File: src/design/divider_64bit_signed_unsigned_top_assert.svh
// Assertion macros used by the divider controller.
// Depends on nothing; included by the modules that carry assertions.
`ifndef DIVIDER_64BIT_SIGNED_UNSIGNED_TOP_ASSERT_SVH
`define DIVIDER_64BIT_SIGNED_UNSIGNED_TOP_ASSERT_SVH

// Same-cycle implication, disabled while reset is held.
`define DIV_ASSERT_IMPL(label, clk, rst_n, ante, cons, msg) \
  label: assert property (@(posedge clk) disable iff (!rst_n) (ante) |-> (cons)) \
    else $error(msg);

// Next-cycle implication, disabled while reset is held.
`define DIV_ASSERT_NEXT(label, clk, rst_n, ante, cons, msg) \
  label: assert property (@(posedge clk) disable iff (!rst_n) (ante) |=> (cons)) \
    else $error(msg);

`endif

File: src/design/div64_pkg.sv
// Shared constants and types of the 64-bit integer divider.
// Depends on nothing; used by the datapath, controller and top level.
package div64_pkg;

  // Width of the operand and result ports.
  localparam int PORT_W = 64;

  // Default number of significant operand bits.
  localparam int DATA_WIDTH_DEF = 64;

  // Commands from the controller to the datapath.
  typedef struct packed {
    logic load;    // capture operands and form magnitudes
    logic step;    // one restoring subtract-and-shift step
    logic finish;  // apply signs and write the result registers
  } dp_cmd_t;

endpackage

File: src/design/div64_datapath.sv
// Datapath of the divider: operand magnitudes, radix-2 restoring divide, sign fix-up.
// Depends on div64_pkg for the port width and the command struct.
module div64_datapath #(
  parameter int DATA_WIDTH = div64_pkg::DATA_WIDTH_DEF
) (
  input  logic                      clk,
  input  div64_pkg::dp_cmd_t        cmd,
  input  logic                      op,
  input  logic [div64_pkg::PORT_W-1:0] dividend,
  input  logic [div64_pkg::PORT_W-1:0] divisor,
  output logic [div64_pkg::PORT_W-1:0] quotient,
  output logic [div64_pkg::PORT_W-1:0] remainder,
  output logic                      div_by_zero
);
  import div64_pkg::*;

  logic [DATA_WIDTH-1:0] a_in;
  logic [DATA_WIDTH-1:0] d_in;
  logic                  a_neg;
  logic                  d_neg;
  logic [DATA_WIDTH-1:0] a_mag;
  logic [DATA_WIDTH-1:0] d_mag;

  logic [DATA_WIDTH-1:0] quo_r, quo_nxt;
  logic [DATA_WIDTH-1:0] rem_r, rem_nxt;
  logic [DATA_WIDTH-1:0] dvs_r, dvs_nxt;
  logic                  q_neg_r, q_neg_nxt;
  logic                  r_neg_r, r_neg_nxt;
  logic                  dz_r, dz_nxt;

  logic [DATA_WIDTH:0]   partial;
  logic [DATA_WIDTH:0]   trial;

  logic [DATA_WIDTH-1:0] q_fix;
  logic [DATA_WIDTH-1:0] r_fix;
  logic [PORT_W-1:0]     quotient_r, quotient_nxt;
  logic [PORT_W-1:0]     remainder_r, remainder_nxt;
  logic                  div_by_zero_r, div_by_zero_nxt;

  // Operand magnitudes; only the low DATA_WIDTH bits take part.
  assign a_in  = dividend[DATA_WIDTH-1:0];
  assign d_in  = divisor[DATA_WIDTH-1:0];
  assign a_neg = op & a_in[DATA_WIDTH-1];
  assign d_neg = op & d_in[DATA_WIDTH-1];
  assign a_mag = a_neg ? (~a_in + 1'b1) : a_in;
  assign d_mag = d_neg ? (~d_in + 1'b1) : d_in;

  // Trial subtraction of the divisor from the shifted partial remainder.
  assign partial = {rem_r, quo_r[DATA_WIDTH-1]};
  assign trial   = partial - {1'b0, dvs_r};

  // Signed fix-up of the finished quotient and remainder.
  assign q_fix = q_neg_r ? (~quo_r + 1'b1) : quo_r;
  assign r_fix = r_neg_r ? (~rem_r + 1'b1) : rem_r;

  // Next-state logic of the working and result registers.
  always_comb begin
    quo_nxt         = quo_r;
    rem_nxt         = rem_r;
    dvs_nxt         = dvs_r;
    q_neg_nxt       = q_neg_r;
    r_neg_nxt       = r_neg_r;
    dz_nxt          = dz_r;
    quotient_nxt    = quotient_r;
    remainder_nxt   = remainder_r;
    div_by_zero_nxt = div_by_zero_r;
    if (cmd.load) begin
      quo_nxt   = a_mag;
      rem_nxt   = '0;
      dvs_nxt   = d_mag;
      q_neg_nxt = a_neg ^ d_neg;
      r_neg_nxt = a_neg;
      dz_nxt    = (d_in == '0);
    end else if (cmd.step) begin
      if (trial[DATA_WIDTH]) begin
        rem_nxt = partial[DATA_WIDTH-1:0];
        quo_nxt = {quo_r[DATA_WIDTH-2:0], 1'b0};
      end else begin
        rem_nxt = trial[DATA_WIDTH-1:0];
        quo_nxt = {quo_r[DATA_WIDTH-2:0], 1'b1};
      end
    end
    if (cmd.finish) begin
      // A zero divisor forces both results to zero.
      quotient_nxt    = dz_r ? '0 : PORT_W'(q_fix);
      remainder_nxt   = dz_r ? '0 : PORT_W'(r_fix);
      div_by_zero_nxt = dz_r;
    end
  end

  // Payload registers need no reset.
  always_ff @(posedge clk) begin
    quo_r         <= quo_nxt;
    rem_r         <= rem_nxt;
    dvs_r         <= dvs_nxt;
    q_neg_r       <= q_neg_nxt;
    r_neg_r       <= r_neg_nxt;
    dz_r          <= dz_nxt;
    quotient_r    <= quotient_nxt;
    remainder_r   <= remainder_nxt;
    div_by_zero_r <= div_by_zero_nxt;
  end

  assign quotient    = quotient_r;
  assign remainder   = remainder_r;
  assign div_by_zero = div_by_zero_r;

endmodule

File: src/design/div64_ctrl.sv
// Controller of the divider: sequences load, the divide steps and the fix-up.
// Depends on div64_pkg for the command struct and on the assertion macro header.
`include "divider_64bit_signed_unsigned_top_assert.svh"

module div64_ctrl #(
  parameter int DATA_WIDTH = div64_pkg::DATA_WIDTH_DEF
) (
  input  logic               clk,
  input  logic               rst_n,
  input  logic               start,
  output logic               busy,
  output logic               out_valid,
  output div64_pkg::dp_cmd_t cmd
);
  import div64_pkg::*;

  localparam int CNT_W = $clog2(DATA_WIDTH);

  typedef enum logic [1:0] {
    ST_IDLE,
    ST_DIVIDE,
    ST_FIXUP
  } state_t;

  state_t             state_r, state_nxt;
  logic [CNT_W-1:0]   count_r, count_nxt;
  logic               out_valid_r, out_valid_nxt;
  logic               accept;
  logic               last_step;

  assign accept    = start && (state_r == ST_IDLE);
  assign last_step = (count_r == CNT_W'(DATA_WIDTH - 1));

  // State transitions and the result strobe.
  always_comb begin
    state_nxt     = state_r;
    count_nxt     = count_r;
    out_valid_nxt = 1'b0;
    unique case (state_r)
      ST_IDLE: begin
        if (start) begin
          state_nxt = ST_DIVIDE;
          count_nxt = '0;
        end
      end
      ST_DIVIDE: begin
        count_nxt = count_r + 1'b1;
        if (last_step) begin
          state_nxt = ST_FIXUP;
        end
      end
      ST_FIXUP: begin
        state_nxt     = ST_IDLE;
        out_valid_nxt = 1'b1;
      end
      default: begin
        state_nxt = ST_IDLE;
      end
    endcase
  end

  // State register and registered strobe.
  always_ff @(posedge clk) begin
    if (!rst_n) begin
      state_r     <= ST_IDLE;
      count_r     <= '0;
      out_valid_r <= 1'b0;
    end else begin
      state_r     <= state_nxt;
      count_r     <= count_nxt;
      out_valid_r <= out_valid_nxt;
    end
  end

  // Commands to the datapath.
  assign cmd.load   = accept;
  assign cmd.step   = (state_r == ST_DIVIDE);
  assign cmd.finish = (state_r == ST_FIXUP);

  assign busy      = (state_r != ST_IDLE);
  assign out_valid = out_valid_r;

  // An accepted request makes the block busy in the next cycle.
  `DIV_ASSERT_NEXT(a_accept_busy, clk, rst_n, accept, busy, "accepted request did not raise busy")
  // The result strobe follows the fix-up cycle only.
  `DIV_ASSERT_IMPL(a_valid_after_fixup, clk, rst_n, out_valid_r,
                   $past(state_r) == ST_FIXUP, "result strobe without fix-up")
  // The last divide step hands over to the fix-up cycle.
  `DIV_ASSERT_NEXT(a_last_to_fixup, clk, rst_n, (state_r == ST_DIVIDE) && last_step,
                   state_r == ST_FIXUP, "divide did not end in fix-up")

endmodule

File: src/design/divider_64bit_signed_unsigned_top.sv
// Top level of the 64-bit signed/unsigned integer divider.
// Depends on div64_pkg, div64_ctrl and div64_datapath.
//
// Usage: a request is accepted at a rising edge where start is high and busy
// is low; in_op selects unsigned (0) or signed two's complement (1) division
// of in_dividend by in_divisor. Only the low DATA_WIDTH bits of each operand
// are used. The result appears on out_quotient, out_remainder and
// out_div_by_zero, marked by out_valid for exactly one cycle; the receiver
// cannot hold it off. The quotient is truncated toward zero and the remainder
// takes the dividend's sign. A zero divisor gives zero results with the flag.
// The quotient is produced one bit per cycle by a restoring subtract-and-shift
// step, and a fix-up state then applies the signs. A new request is taken
// only once the previous result is out; busy is low during the out_valid
// cycle, so the next request can enter then.
// Reset (rst_n low, synchronous) returns the controller to idle and drops any
// request in progress; no result is produced for it.
module divider_64bit_signed_unsigned_top #(
  parameter int DATA_WIDTH = div64_pkg::DATA_WIDTH_DEF
) (
  input  logic                         clk,
  input  logic                         rst_n,
  input  logic                         start,
  output logic                         busy,
  input  logic                         in_op,
  input  logic [div64_pkg::PORT_W-1:0] in_dividend,
  input  logic [div64_pkg::PORT_W-1:0] in_divisor,
  output logic                         out_valid,
  output logic [div64_pkg::PORT_W-1:0] out_quotient,
  output logic [div64_pkg::PORT_W-1:0] out_remainder,
  output logic                         out_div_by_zero
);
  import div64_pkg::*;

  dp_cmd_t cmd;

  // Sequencer.
  div64_ctrl #(
    .DATA_WIDTH (DATA_WIDTH)
  ) u_ctrl (
    .clk       (clk),
    .rst_n     (rst_n),
    .start     (start),
    .busy      (busy),
    .out_valid (out_valid),
    .cmd       (cmd)
  );

  // Arithmetic.
  div64_datapath #(
    .DATA_WIDTH (DATA_WIDTH)
  ) u_datapath (
    .clk         (clk),
    .cmd         (cmd),
    .op          (in_op),
    .dividend    (in_dividend),
    .divisor     (in_divisor),
    .quotient    (out_quotient),
    .remainder   (out_remainder),
    .div_by_zero (out_div_by_zero)
  );

endmodule

File: config.mk
export PLATFORM = sky130hd
export DESIGN_NAME = divider_64bit_signed_unsigned_top
export DESIGN_NICKNAME = d
export VERILOG_FILES = /design/src/design/div64_pkg.sv /design/src/design/div64_datapath.sv /design/src/design/div64_ctrl.sv /design/src/design/divider_64bit_signed_unsigned_top.sv
export VERILOG_INCLUDE_DIRS = /design/src /design/src/design
export SDC_FILE = /design/constraint.sdc
export NUM_CORES = 1
export LEC_CHECK = 0
export BUFFER_PORTS_ARGS = -buffer_cell sky130_fd_sc_hd__clkbuf_2
export CAP_MARGIN = 40
export CORE_AREA = 2 2 201 203
export CTS_CLUSTER_SIZE = 25
export DETAILED_ROUTE_END_ITERATION = 7
export DIE_AREA = 0 0 203 205
export PLACE_DENSITY_LB_ADDON = 0.25
export SYNTH_ARGS = -nofsm -noshare
export SYNTH_HDL_FRONTEND = slang
export SYNTH_SLANG_ARGS = --single-unit
File: constraint.sdc
create_clock -name clk -period 12.99 [get_ports clk]
set_input_delay 2.598 -clock clk [delete_from_list [all_inputs] [get_ports clk]]
set_output_delay 2.598 -clock clk [all_outputs]
set_load 0.005 [all_outputs]
==> qor.log, run 1 <==
qor: flow_run.max_cap_violations 0
qor: synthesis.synth_top_cells_by_area edfxtp_1 (37%), xor2_1 (7.9%), dfxtp_1 (6.8%)
qor: routing.initialDrtViolationCount 1420
qor: global_route.final_global_route_overflow_total 0
qor: synthesis.cell_taking_the_most_area_after_synthesis edfxtp_1
qor: cells_and_area.drive_above_1_share 14.35%
qor: floorplanning.initial_utilization 54.23%
qor: synthesis.post_synth_inst_count 2328
qor: critical_path.worst_r2r_startpoint u_datapath.rem_r[0]
qor: placed_design.gp_congestion 0.9944
qor: synthesis.yosys_reg_bits 333
qor: global_route.number_of_global_route_vias_before_repair 17030
qor: power.power.density_cell_area 204.1 nW/um^2
qor: sta.grt_setup_unrepaired no
qor: sta.hold_ws 485.7 ps
qor: clocking.post-cts-setup-buffers 0
qor: synthesis.synth.distinct_cells 76
qor: sta.worstMarginPinSlew 917.1 ps
qor: clocking.cts.reportedPaths.clkPinSlew 60 ps
qor: synthesis.xor_xnor_fraction_of_synth_area 12.47%
qor: global_route.track_usage 27.83%
qor: clocking.numCtsBuffers 37
qor: power.power_frac_seq 32.4%
qor: power.power.switching_fraction 42.17%
qor: placed_design.half_perimeter_wire_length_of_the_detailed_placement_result 44.27 mm
qor: floorplanning.die_wd 203 um
qor: synthesis.synthAdderAreaFrac 4.138%
qor: routing.drt_pass1_iterations 5
qor: cells_and_area.diodes 0
qor: sta.setup-violations-final 0
qor: placed_design.post-place-ws 6610 ps
qor: clocking.tritoncts_clock_tree yes
qor: clocking.post_cts.resized_instances 0
qor: routing.remaining_drc_errors 0
qor: routing.drt.antenna.violating_nets 0
qor: global_route.grt_pass1_wl 91.45 mm
qor: routing.routed_via_density 5.923
qor: hold_path.worstHoldPathCells 1
qor: power.vdd_drop_max 0.0001472 V
qor: routing.num_vias 18260
qor: power.intPower 2.865 mW
qor: hold_path.worstHoldStart u_ctrl.count_r[3]
qor: floorplanning.io_pins 263
qor: clocking.worst_skew_pair.late_latency 560 ps
qor: clocking.clock_sinks 333
qor: cells_and_area.syn_to_final_growth 13.74%
qor: hold_path.hold-path-endpoint u_ctrl.count_r[3]
qor: synthesis.synth_top_family_by_area simple AND/OR/NAND/NOR gates
qor: routing.postRouteWirelength 58.60 mm
qor: synthesis.synth_async_sr_flop_share 0%
qor: critical_path.cp_cell_sequence clkbuf_2, or4_1, nor3_1, nand3b_1, or3_1, nor2_1, nand3_1, nor3_1, nand3b_1, o41ai_1, xor2_1, o21ai_0
qor: sta.worst_setup_margin 7089 ps
qor: sta.finalMaxSlewViolations 0
qor: synthesis.synthesis.nets 2530
qor: floorplanning.core_area 39370 um^2
qor: synthesis.synth.most_common_cell edfxtp_1
qor: synthesis.synthesis.area 21350 um^2
qor: sta.final_hold_viol_count 0
qor: critical_path.reg2reg_depth 16
qor: clocking.cts-root-buf clkbuf_16
qor: critical_path.start_kind input pin
qor: synthesis.synth_enable_flop_cells 260
qor: sta.period_minus_slack 5901 ps
qor: sta.slew_hr 38.86%
qor: clocking.holdBufCountCts 0
qor: synthesis.ys_seq_area_share 43.42%
qor: global_route.grt_start_max_net_pins 89
qor: synthesis.dominantRegCellSynth edfxtp_1
qor: power.clock_power_share 20.6%
qor: power.power.share.combinational 47.0%
qor: power.p_switching 2.090 mW
qor: critical_path.timing.reg2reg.setup_slack 7720 ps
qor: routing.route.detailed.wl_per_inst 19.01 um
qor: floorplanning.die-area 41620 um^2
qor: critical_path.worst_setup_sp in_dividend[16]
qor: floorplanning.die_height 205 um
qor: outcome.status completed
qor: critical_path.criticalPathCategory in2reg
qor: sta.timing.final.crit_share 45.43%
qor: cells_and_area.instances_no_fill 3083
qor: clocking.clock_tree.htree_level_count 2
qor: hold_path.holdCritPathClass reg2reg
qor: placed_design.detailed_place.area 23110 um^2
qor: synthesis.syn_area_per_cell 9.170 um^2
qor: clocking.cts_buffer_depth 3
qor: critical_path.cp_data_required_time 13270 ps
qor: sta.fmax 169.5 MHz
qor: critical_path.cp-end-kind flop
qor: floorplanning.floorplan.rows 73
qor: synthesis.synth_top_cells_by_count edfxtp_1 (260), nor2_1 (241), nand2_1 (239)
qor: power.p_leak 9.699 nW
qor: critical_path.timing.critical_path.slowest_stage_cell or4_1
qor: sta.fin_tns_setup 0 ps
qor: critical_path.slowest_delay 580 ps
qor: synthesis.synth_compound_gate_area_share 16.41%
qor: synthesis.synth_simple_gate_area_share 17.04%
qor: synthesis.synth_top_cell_area_share 36.57%
qor: global_route.antenna_found_initial 0
qor: placed_design.port_buffers 262
qor: synthesis.synthMuxAreaShare 2.444%
qor: cells_and_area.final_cell_area 24280 um^2
qor: sta.worst_clock_skew 17.38 ps
qor: critical_path.path_max_fanout 9
qor: synthesis.synth-warning-count 0
qor: placed_design.place_inst 3016
qor: cells_and_area.net_count_reported_at_finish 2732
qor: critical_path.worstReg2RegEnd u_datapath.rem_r[53]
qor: critical_path.crit_arrival 6180 ps
==> logic make-up (layout without fill, tap and decap cells) <==
logic type / count (synthesis) / in the layout
simple gates: 771 / 771
compound gates: 570 / 570
flops: 333 / 333
xor+xnor: 304 / 304
buf+inv: 228 / 458
fa+ha+maj: 70 / 70
mux: 52 / 52
==> sequential cells by signal (all words and copies together) (netlist names), 2 cells and up <==
signal	cells
u_datapath.quotient	64
u_ctrl.state_r	2
u_datapath.dvs_r	64
u_ctrl.count_r	6
u_datapath.remainder	64
u_datapath.rem_r	64
u_datapath.quo_r	64
==> cells in the final DEF (no fill, tap or decap), drive strengths merged, types with 28 or more instances in the layout <==
master  synthesis  layout
nand3          38      38
nor3           48      48
nor2          243     243
clkbuf        110     313
edfxtp        260     260
nand4          35      35
or3            38      38
o31ai          68      68
a21oi         121     121
mux2i          51      51
dfxtp          73      73
inv           108     111
ha             69      69
or4            36      36
o41ai          28      28
xor2          193     193
nand2         240     240
o21ai         234     234
xnor2         111     111
==> worst max-delay path, delay by kind of cell <==
kind | cells | cell delay, ps
buffers and inverters | 1 | 100
AO/OA/AOI/OAI | 2 | 440
XOR/XNOR | 1 | 180
AND/OR/NAND/NOR | 8 | 2860
==> per-stage QoR <==
| step | utilization, % | power, mW |
|---|---|---|
| floorplan | - | 3.289 |
| global route | 61.68 | 5.280 |
| detailed placement | 58.70 | 3.908 |
| finish | 61.68 | 4.955 |
| global placement | 58.42 | 3.844 |
| CTS | 61.68 | 4.943 |
==> final cells by class <==
| type | count | area (um^2) |
|---|---|---|
| inverters | 108 | 405.4 |
| clock inverters | 16 | 138.9 |
| clock buffers | 51 | 1031 |
| multi-input cells | 1767 | 11240 |
| flip-flops and latches | 333 | 9269 |
| fillers | 3396 | 15090 |
| repair buffers | 283 | 1541 |
| well taps | 525 | 656.9 |
==> power groups by stage <==
stage / sequential (mW) / clock, mW / combinational [mW]
final: 1.61 / 1.02 / 2.33
after global routing: 1.63 / 1.08 / 2.57
after CTS: 1.60 / 1.04 / 2.30
after detailed placement: 1.62 / 0 / 2.29
after global placement: 1.61 / 0 / 2.23
after floorplan: 1.53 / 0 / 1.76
==> worst max path at each step <==
stage	depth (start not counted)	slack [ps]	to
2_1_floorplan	1	6300	u_datapath.div_by_zero
3_3_place_gp	10	6750	u_datapath.dvs_r[53]
3_5_place_dp	12	6610	u_datapath.dvs_r[59]
4_1_cts	12	7190	u_datapath.dvs_r[59]
5_1_grt	12	6870	u_datapath.quo_r[61]
6_report	12	7090	u_datapath.quo_r[61]
==> routing by layer <==
| layer | share of wire, % | vias up | global-route usage, % |
|---|---|---|---|
| li1 | - | 8789 | - |
| met1 | 43 | 8673 | 36.66 |
| met2 | 47 | 665 | 46.07 |
| met3 | 6.4 | 135 | 3.404 |
| met4 | 4.3 | 0 | 12.67 |
| met5 | 0 | - | 0 |
Power figures use the tool's default switching activity.
==> inputs of run 2 (changes only) <==
--- a/config.mk
+++ b/config.mk
@@ -8,10 +8,10 @@
 export LEC_CHECK = 0
 export BUFFER_PORTS_ARGS = -buffer_cell sky130_fd_sc_hd__clkbuf_2
 export CAP_MARGIN = 40
-export CORE_AREA = 2 2 201 203
+export CORE_AREA = 2 2 202 204
 export CTS_CLUSTER_SIZE = 25
 export DETAILED_ROUTE_END_ITERATION = 7
-export DIE_AREA = 0 0 203 205
+export DIE_AREA = 0 0 204 206
 export PLACE_DENSITY_LB_ADDON = 0.25
 export SYNTH_ARGS = -nofsm -noshare
 export SYNTH_HDL_FRONTEND = slang
==> constraint.sdc (replaced) <==
create_clock -name clk -period 5.1 [get_ports clk]
set_input_delay 1.02 -clock clk [delete_from_list [all_inputs] [get_ports clk]]
set_output_delay 1.02 -clock clk [all_outputs]
set_load 0.005 [all_outputs]
==> run 2 against run 1 <==
Net effect: global-route usage fell by 0.41 points; worst hold slack got worse by 6.9 ps; worst setup slack got worse by 6700 ps; clock-buffer cell count rose by 3; core utilization fell by 0.99 points; non-clock buffer count rose by 16; total power rose to 2.5 times the previous value; clock skew rose by 4.8 ps; sequential cell count did not move; largest cell class unchanged.
==> qor.log, run 2 (synthesis gave the netlist of run 1 again) <==
qor: outcome.status completed
qor: critical_path.crit_arrival 5170 ps [-1010 ps]
qor: routing.routed_via_density 5.944 [+0.35%]
qor: clocking.holdBufCountCts 0 [unchanged]
qor: routing.drt_pass1_iterations 8 [+3]
qor: clocking.worst_skew_pair.late_latency 560 ps [about the same]
qor: routing.num_vias 18480 [+1.2%]
qor: routing.postRouteWirelength 58.32 mm [-0.47%]
qor: critical_path.critical-path-top-delay-family compound AO/OA/AOI/OAI gates
qor: global_route.final_global_route_overflow_total 0 [unchanged]
qor: placed_design.port_buffers 262 [unchanged]
qor: critical_path.path_max_fanout 15 [+6]
qor: critical_path.cp_data_required_time 5540 ps [-7730 ps]
qor: clocking.numCtsBuffers 37 [unchanged]
qor: routing.drt.antenna.violating_nets 0 [unchanged]
qor: power.p_leak 9.765 nW [+0.68%]
qor: sta.final_hold_viol_count 0 [unchanged]
qor: cells_and_area.final_cell_area 24390 um^2 [+0.44%]
qor: floorplanning.core_area 40180 um^2 [+2.1%]
qor: sta.timing.final.crit_share 92.69%
qor: cells_and_area.mostFrequentLayoutCells clkbuf_2 (262), edfxtp_1 (260), nor2_1 (240)
qor: global_route.grt_pass1_wl 91.15 mm [-0.32%]
qor: placed_design.gp_congestion 0.9887 [-0.57%]
qor: sta.setup-violations-final 0 [unchanged]
qor: floorplanning.die-area 42020 um^2 [+0.98%]
qor: critical_path.cp.buffers_inverters 3 [+2]
qor: clocking.clock_tree.htree_level_count 2 [unchanged]
qor: placed_design.detailed_place.area 23260 um^2 [+0.63%]
qor: clocking.cts_buffer_depth 3 [unchanged]
qor: critical_path.timing.critical_path.slowest_stage_cell a2111oi_0
qor: clocking.cts-root-buf clkbuf_16
qor: clocking.clock_sinks 333 [unchanged]
qor: global_route.antenna_found_initial 2 [+2]
qor: cells_and_area.drive_above_1_share 14.96% [+0.61 points]
qor: routing.route.detailed.wl_per_inst 18.77 um [-1.3%]
qor: sta.fmax 211.5 MHz
qor: sta.worstMarginPinSlew 831.7 ps [-85.38 ps]
qor: sta.slew_hr 44.47% [+5.6 points]
qor: global_route.number_of_global_route_vias_before_repair 17070 [+0.24%]
qor: sta.worst_clock_skew 22.18 ps [+4.798 ps]
qor: sta.fin_tns_setup 0 ps [unchanged]
qor: global_route.grt_start_max_net_pins 108 [+21%]
qor: sta.period_minus_slack 4727 ps
qor: flow_run.max_cap_violations 0 [unchanged]
qor: routing.remaining_drc_errors 0 [unchanged]
qor: power.vdd_drop_max 0.0002723 V [+85%]
qor: hold_path.holdCritPathClass reg2reg
qor: power.power.density_cell_area 517.4 nW/um^2 [+150%]
qor: floorplanning.io_pins 263 [unchanged]
qor: floorplanning.floorplan.rows 74 [+1.4%]
qor: critical_path.start_kind flop
qor: critical_path.slowest_delay 720 ps [+140 ps]
qor: floorplanning.die_height 206 um [+0.49%]
qor: critical_path.cp-end-kind flop
qor: critical_path.criticalPathCategory reg2reg
qor: placed_design.half_perimeter_wire_length_of_the_detailed_placement_result 44.53 mm [+0.58%]
qor: global_route.track_usage 27.42% [-0.41 points]
qor: clocking.tritoncts_clock_tree yes
qor: critical_path.cp_cell_sequence inv_1, ha_1, fa_1, nor2b_1, o2111ai_1, a21oi_1, o211ai_1, a2111oi_0, buf_4, o21bai_1, a2111oi_0, o211ai_1, and3_1, buf_4, a32o_1, o21bai_1
qor: clocking.post_cts.resized_instances 0 [unchanged]
qor: sta.finalMaxSlewViolations 0 [unchanged]
qor: routing.initialDrtViolationCount 1368 [-3.7%]
qor: floorplanning.initial_utilization 53.12% [-1.1 points]
qor: clocking.cts.reportedPaths.clkPinSlew 60 ps [about the same]
qor: cells_and_area.post-route-util 60.69% [-0.99 points]
qor: sta.grt_setup_unrepaired no
qor: cells_and_area.syn_to_final_growth 14.24%
qor: clocking.post-cts-setup-buffers 0 [unchanged]
qor: cells_and_area.net_count_reported_at_finish 2748 [+0.59%]
qor: floorplanning.die_wd 204 um [+0.49%]
qor: cells_and_area.final_common_cell clkbuf_2
run 2: cell types whose count changed in the layout (fill, tap and decap cells not counted), moves of 2 or more:
cell / delta
buf_12: +2
buf_4: +15
bufinv_16: -2
clkbuf_1: +2
clkbuf_16: -2
clkbuf_8: +3
clkinv_1: -4
clkinv_2: +3
clkinv_8: +2
diode_2: +2
inv_6: -2
run 2: area by class of cell:
cell class | instances | area [um^2]
fill | 3458 | 15800
multi-input combinational | 1767 | 11240
sequential | 333 | 9269
timing repair buffer | 299 | 1679
clock buffer | 54 | 1030
tap | 532 | 665.6
inverter | 108 | 405.4
clock inverter | 13 | 95.09
antenna | 2 | 5.005
run 2: stage by stage:
step,instances,power (mW),hold WS [ps],worst slack (ps)
after floorplan,2328,8.378,443.9,281.3
after global placement,3035,9.914,464.3,539.9
after detailed placement,3039,10.04,474.1,463.2
after CTS,3106,12.57,486.5,412.1
after global routing,3108,13.44,510.3,72.25
final,3108,12.62,478.9,372.9
run 2: final timing paths:
kind | slack (ps) | depth (start not counted) | from | end
worst max-delay path | 370 | 16 | u_datapath.quo_r[63] | u_datapath.rem_r[61]
worst min-delay path | 480 | 1 | u_ctrl.count_r[3] | u_ctrl.count_r[3]
worst max register to register | 370 | 16 | u_datapath.quo_r[63] | u_datapath.rem_r[61]
worst min register to register | 480 | 1 | u_ctrl.count_r[3] | u_ctrl.count_r[3]
run 2: power breakdown:
| part | internal [mW] | switching (mW) |
|---|---|---|
| Clock | 1.41 | 1.10 |
| Sequential | 3.49 | 0.577 |
| Combinational | 2.38 | 3.66 |
| Total | 7.28 | 5.34 |
run 2: layer usage:
layer	wire length [um]	global-route usage (%)
met1	24920	36.94
met5	0	0
met3	3932	3.422
met4	2514	12.71
met2	26950	44.25
==> inputs of run 3 (changes only) <==
--- a/config.mk
+++ b/config.mk
@@ -8,11 +8,13 @@
 export LEC_CHECK = 0
 export BUFFER_PORTS_ARGS = -buffer_cell sky130_fd_sc_hd__clkbuf_2
 export CAP_MARGIN = 40
-export CORE_AREA = 2 2 202 204
+export CORE_AREA = 2 2 204 206
 export CTS_CLUSTER_SIZE = 25
 export DETAILED_ROUTE_END_ITERATION = 7
-export DIE_AREA = 0 0 204 206
+export DIE_AREA = 0 0 206 208
+export MAX_ROUTING_LAYER = met4
 export PLACE_DENSITY_LB_ADDON = 0.25
 export SYNTH_ARGS = -nofsm -noshare
 export SYNTH_HDL_FRONTEND = slang
+export SYNTH_HIERARCHICAL = 1
 export SYNTH_SLANG_ARGS = --single-unit
==> run 3 against run 2 <==
Net effect: fmax increased by 14%; synthesized cell count rose by 3.8%; cell count is 2.0% higher; critical path depth fell by 6; area after synthesis up 2.1%; via count is 1.3% higher; critical path type unchanged; largest cell class unchanged.
==> qor.log, run 3 <==
qor: synthesis.synth.distinct_cells 79 [+3.9%]
qor: clocking.holdBufCountCts 0 [unchanged]
qor: power.p_leak 9.732 nW [-0.34%]
qor: synthesis.synth_top_cells_by_count nor2_1 (333), edfxtp_1 (260), a21oi_1 (210)
qor: global_route.antenna_found_initial 2 [unchanged]
qor: synthesis.post_synth_inst_count 2416 [+3.8%]
qor: sta.setup-violations-final 0 [unchanged]
qor: power.clock_power_share 27.1% [+7.2 points]
qor: clocking.cts_buffer_depth 3 [unchanged]
qor: sta.grt_setup_unrepaired no
qor: global_route.track_usage 27.33% [-0.090 points]
qor: critical_path.cp_data_required_time 5390 ps [-150 ps]
qor: sta.period_minus_slack 4163 ps [-563.7 ps]
qor: clocking.post_cts.resized_instances 0 [unchanged]
qor: sta.timing.final.crit_share 81.64% [-11 points]
qor: placed_design.port_buffers 262 [unchanged]
qor: floorplanning.initial_utilization 53.75% [+0.63 points]
qor: synthesis.synth_top_cells_by_area edfxtp_1 (36%), xor2_1 (7.0%), dfxtp_1 (6.7%)
qor: synthesis.yosys_reg_bits 333 [unchanged]
qor: outcome.status completed
qor: routing.routed_via_density 5.902 [-0.71%]
qor: clocking.cts.reportedPaths.clkPinSlew 60 ps [about the same]
qor: global_route.grt_util_met1 38.09% [+1.2 points]
qor: cells_and_area.final_common_cell nor2_1
qor: power.power.switching_fraction 37.03% [-5.3 points]
qor: routing.initialDrtViolationCount 1535 [+12%]
qor: sta.final_hold_viol_count 0 [unchanged]
qor: synthesis.synth_enable_flop_cells 260 [unchanged]
qor: routing.num_vias 18720 [+1.3%]
qor: critical_path.timing.critical_path.slowest_stage_cell nor4_1
qor: routing.remaining_drc_errors 0 [unchanged]
qor: sta.worstMarginPinSlew 955.4 ps [+123.7 ps]
qor: power.intPower 6.143 mW [-16%]
qor: global_route.number_of_global_route_vias_before_repair 17070 [-0.012%]
qor: cells_and_area.syn_to_final_growth 13.51%
qor: floorplanning.die-area 42850 um^2 [+2.0%]
qor: power.power_frac_seq 37.8% [+5.6 points]
qor: clocking.clock_tree.htree_level_count 2 [unchanged]
qor: sta.fmax 240.2 MHz [+14%]
qor: synthesis.synth_async_sr_flop_share 0% [unchanged]
qor: clocking.clock_sinks 333 [unchanged]
qor: synthesis.synthesis.nets 2618 [+3.5%]
qor: clocking.numCtsBuffers 38 [+2.7%]
qor: clocking.worst_skew_pair.late_latency 560 ps [about the same]
qor: cells_and_area.final_cell_area 24740 um^2 [+1.5%]
qor: critical_path.slowest_delay 600 ps [-120 ps]
qor: synthesis.synth_top_cell_area_share 35.82% [-0.76 points]
qor: synthesis.synthesis.area 21800 um^2 [+2.1%]
qor: floorplanning.die_height 208 um [+0.97%]
qor: floorplanning.die_wd 206 um [+0.98%]
qor: routing.drt_pass1_iterations 8 [unchanged]
qor: placed_design.detailed_place.area 23540 um^2 [+1.2%]
qor: power.power.share.combinational 35.0% [-13 points]
qor: sta.worst_clock_skew 25.88 ps [+3.708 ps]
qor: cells_and_area.drive_above_1_share 15.35% [+0.40 points]
qor: power.power.density_cell_area 394.3 nW/um^2 [-24%]
qor: critical_path.critical-path-top-delay-family simple AND/OR/NAND/NOR gates
qor: routing.drt.antenna.violating_nets 0 [unchanged]
qor: global_route.globalRoute.busiestLayer met2
qor: synthesis.ys_seq_area_share 42.52% [-0.90 points]
qor: global_route.grt_start_max_net_pins 122 [+13%]
qor: critical_path.cp_cell_sequence or3_4, nor4_1, nand3_1, or3_1, nand2b_4, nor4_1, nand3_1, o41ai_2, xnor2_1, nor2_1
qor: critical_path.start_kind flop
qor: sta.finalMaxSlewViolations 0 [unchanged]
qor: clocking.tritoncts_clock_tree yes
qor: critical_path.criticalPathCategory reg2reg
qor: routing.route.detailed.wl_per_inst 18.50 um [-1.4%]
qor: global_route.met3_usage 3.477% [+0.056 points]
qor: global_route.grt_pass1_wl 91.20 mm [about the same]
qor: hold_path.holdCritPathClass reg2reg
qor: clocking.cts-root-buf clkbuf_16
qor: floorplanning.io_pins 263 [unchanged]
qor: cells_and_area.net_count_reported_at_finish 2814 [+2.4%]
qor: placed_design.half_perimeter_wire_length_of_the_detailed_placement_result 44.93 mm [+0.91%]
qor: critical_path.path_max_fanout 6 [-9]
qor: synthesis.synth.most_common_cell nor2_1
qor: routing.postRouteWirelength 58.68 mm [+0.61%]
qor: placed_design.gp_congestion 1.006 [+1.8%]
qor: cells_and_area.post-route-util 61.01% [+0.32 points]
qor: critical_path.crit_arrival 4450 ps [-720 ps]
qor: critical_path.cp-end-kind flop
qor: synthesis.cell_taking_the_most_area_after_synthesis edfxtp_1
qor: synthesis.dominantRegCellSynth edfxtp_1
qor: clocking.post-cts-setup-buffers 0 [unchanged]
qor: critical_path.cp.buffers_inverters 0 [-3]
qor: floorplanning.core_area 40550 um^2 [+0.92%]
qor: global_route.final_global_route_overflow_total 0 [unchanged]
qor: power.p_switching 3.612 mW [-32%]
qor: floorplanning.floorplan.rows 74 [unchanged]
qor: power.vdd_drop_max 0.0002134 V [-22%]
qor: sta.fin_tns_setup 0 ps [unchanged]
qor: synthesis.syn_area_per_cell 9.022 um^2 [-1.6%]
qor: global_route.gr_util_met2 41.54% [-2.7 points]
qor: synthesis.synth-warning-count 6 [+6]
qor: flow_run.max_cap_violations 0 [unchanged]
qor: cells_and_area.mostFrequentLayoutCells nor2_1 (332), clkbuf_2 (262), edfxtp_1 (260)
qor: sta.slew_hr 36.17% [-8.3 points]
run 3: final cells by class:
class	count	area [um^2]
Antenna cell	1	2.502
Clock buffer	48	1061
Clock inverter	18	142.6
Fill cell	3549	15810
Inverter	106	397.9
Multi-Input combinational cell	1837	11600
Sequential cell	333	9269
Tap cell	532	665.6
Timing Repair Buffer	296	1604
run 3: kinds of logic (layout without fill, tap and decap cells):
kind of cell,count (synthesis),in the layout,share of synthesized area (%)
compound gates,600,600,17.41
xor+xnor,300,300,12.09
simple gates,846,846,18.49
mux,21,21,0.9930
buf+inv,246,468,4.443
other cells,0,1,0
fa+ha+maj,70,70,4.053
flops,333,333,42.52
run 3: power groups by stage:
stage	clock network [mW]	registers [mW]	logic, mW
detailed placement	0	3.73	3.36
CTS	2.70	3.68	3.37
global route	2.80	3.73	3.78
global placement	0	3.71	3.32
finish	2.65	3.69	3.41
floorplan	0	3.57	2.53
run 3: tightest hold or removal path, cell delays in order, from the launching register on:
cell     delay [ps]
dfxtp_1         320
nand2_1          70
a31oi_1          80
run 3: per-layer routing:
layer	vias up	routed length, um
li1	9087	-
met1	8760	26430
met2	755	26270
met3	114	4373
met4	0	1603
met5	-	0
run 3: worst paths after layout:
check	from	end	slack, ps	depth (start not counted)
max	u_datapath/quo_r[4]	u_datapath/quotient[63]	940	10
min	u_ctrl/count_r[5]	u_ctrl/count_r[5]	530	2
max reg2reg	u_datapath/quo_r[4]	u_datapath/quotient[63]	940	10
min reg2reg	u_ctrl/count_r[5]	u_ctrl/count_r[5]	530	2
run 3: metrics by stage:
step                hold WS [ps]  worst slack, ps  cells  total power [mW]
floorplan                  445.9             1415   2416             6.102
global placement           484.4            932.7   3103             7.033
detailed placement         513.2            846.6   3104             7.088
CTS                        522.1             1026   3170             9.750
global route               533.9            722.4   3171             10.31
finish                     525.3            936.6   3171             9.755
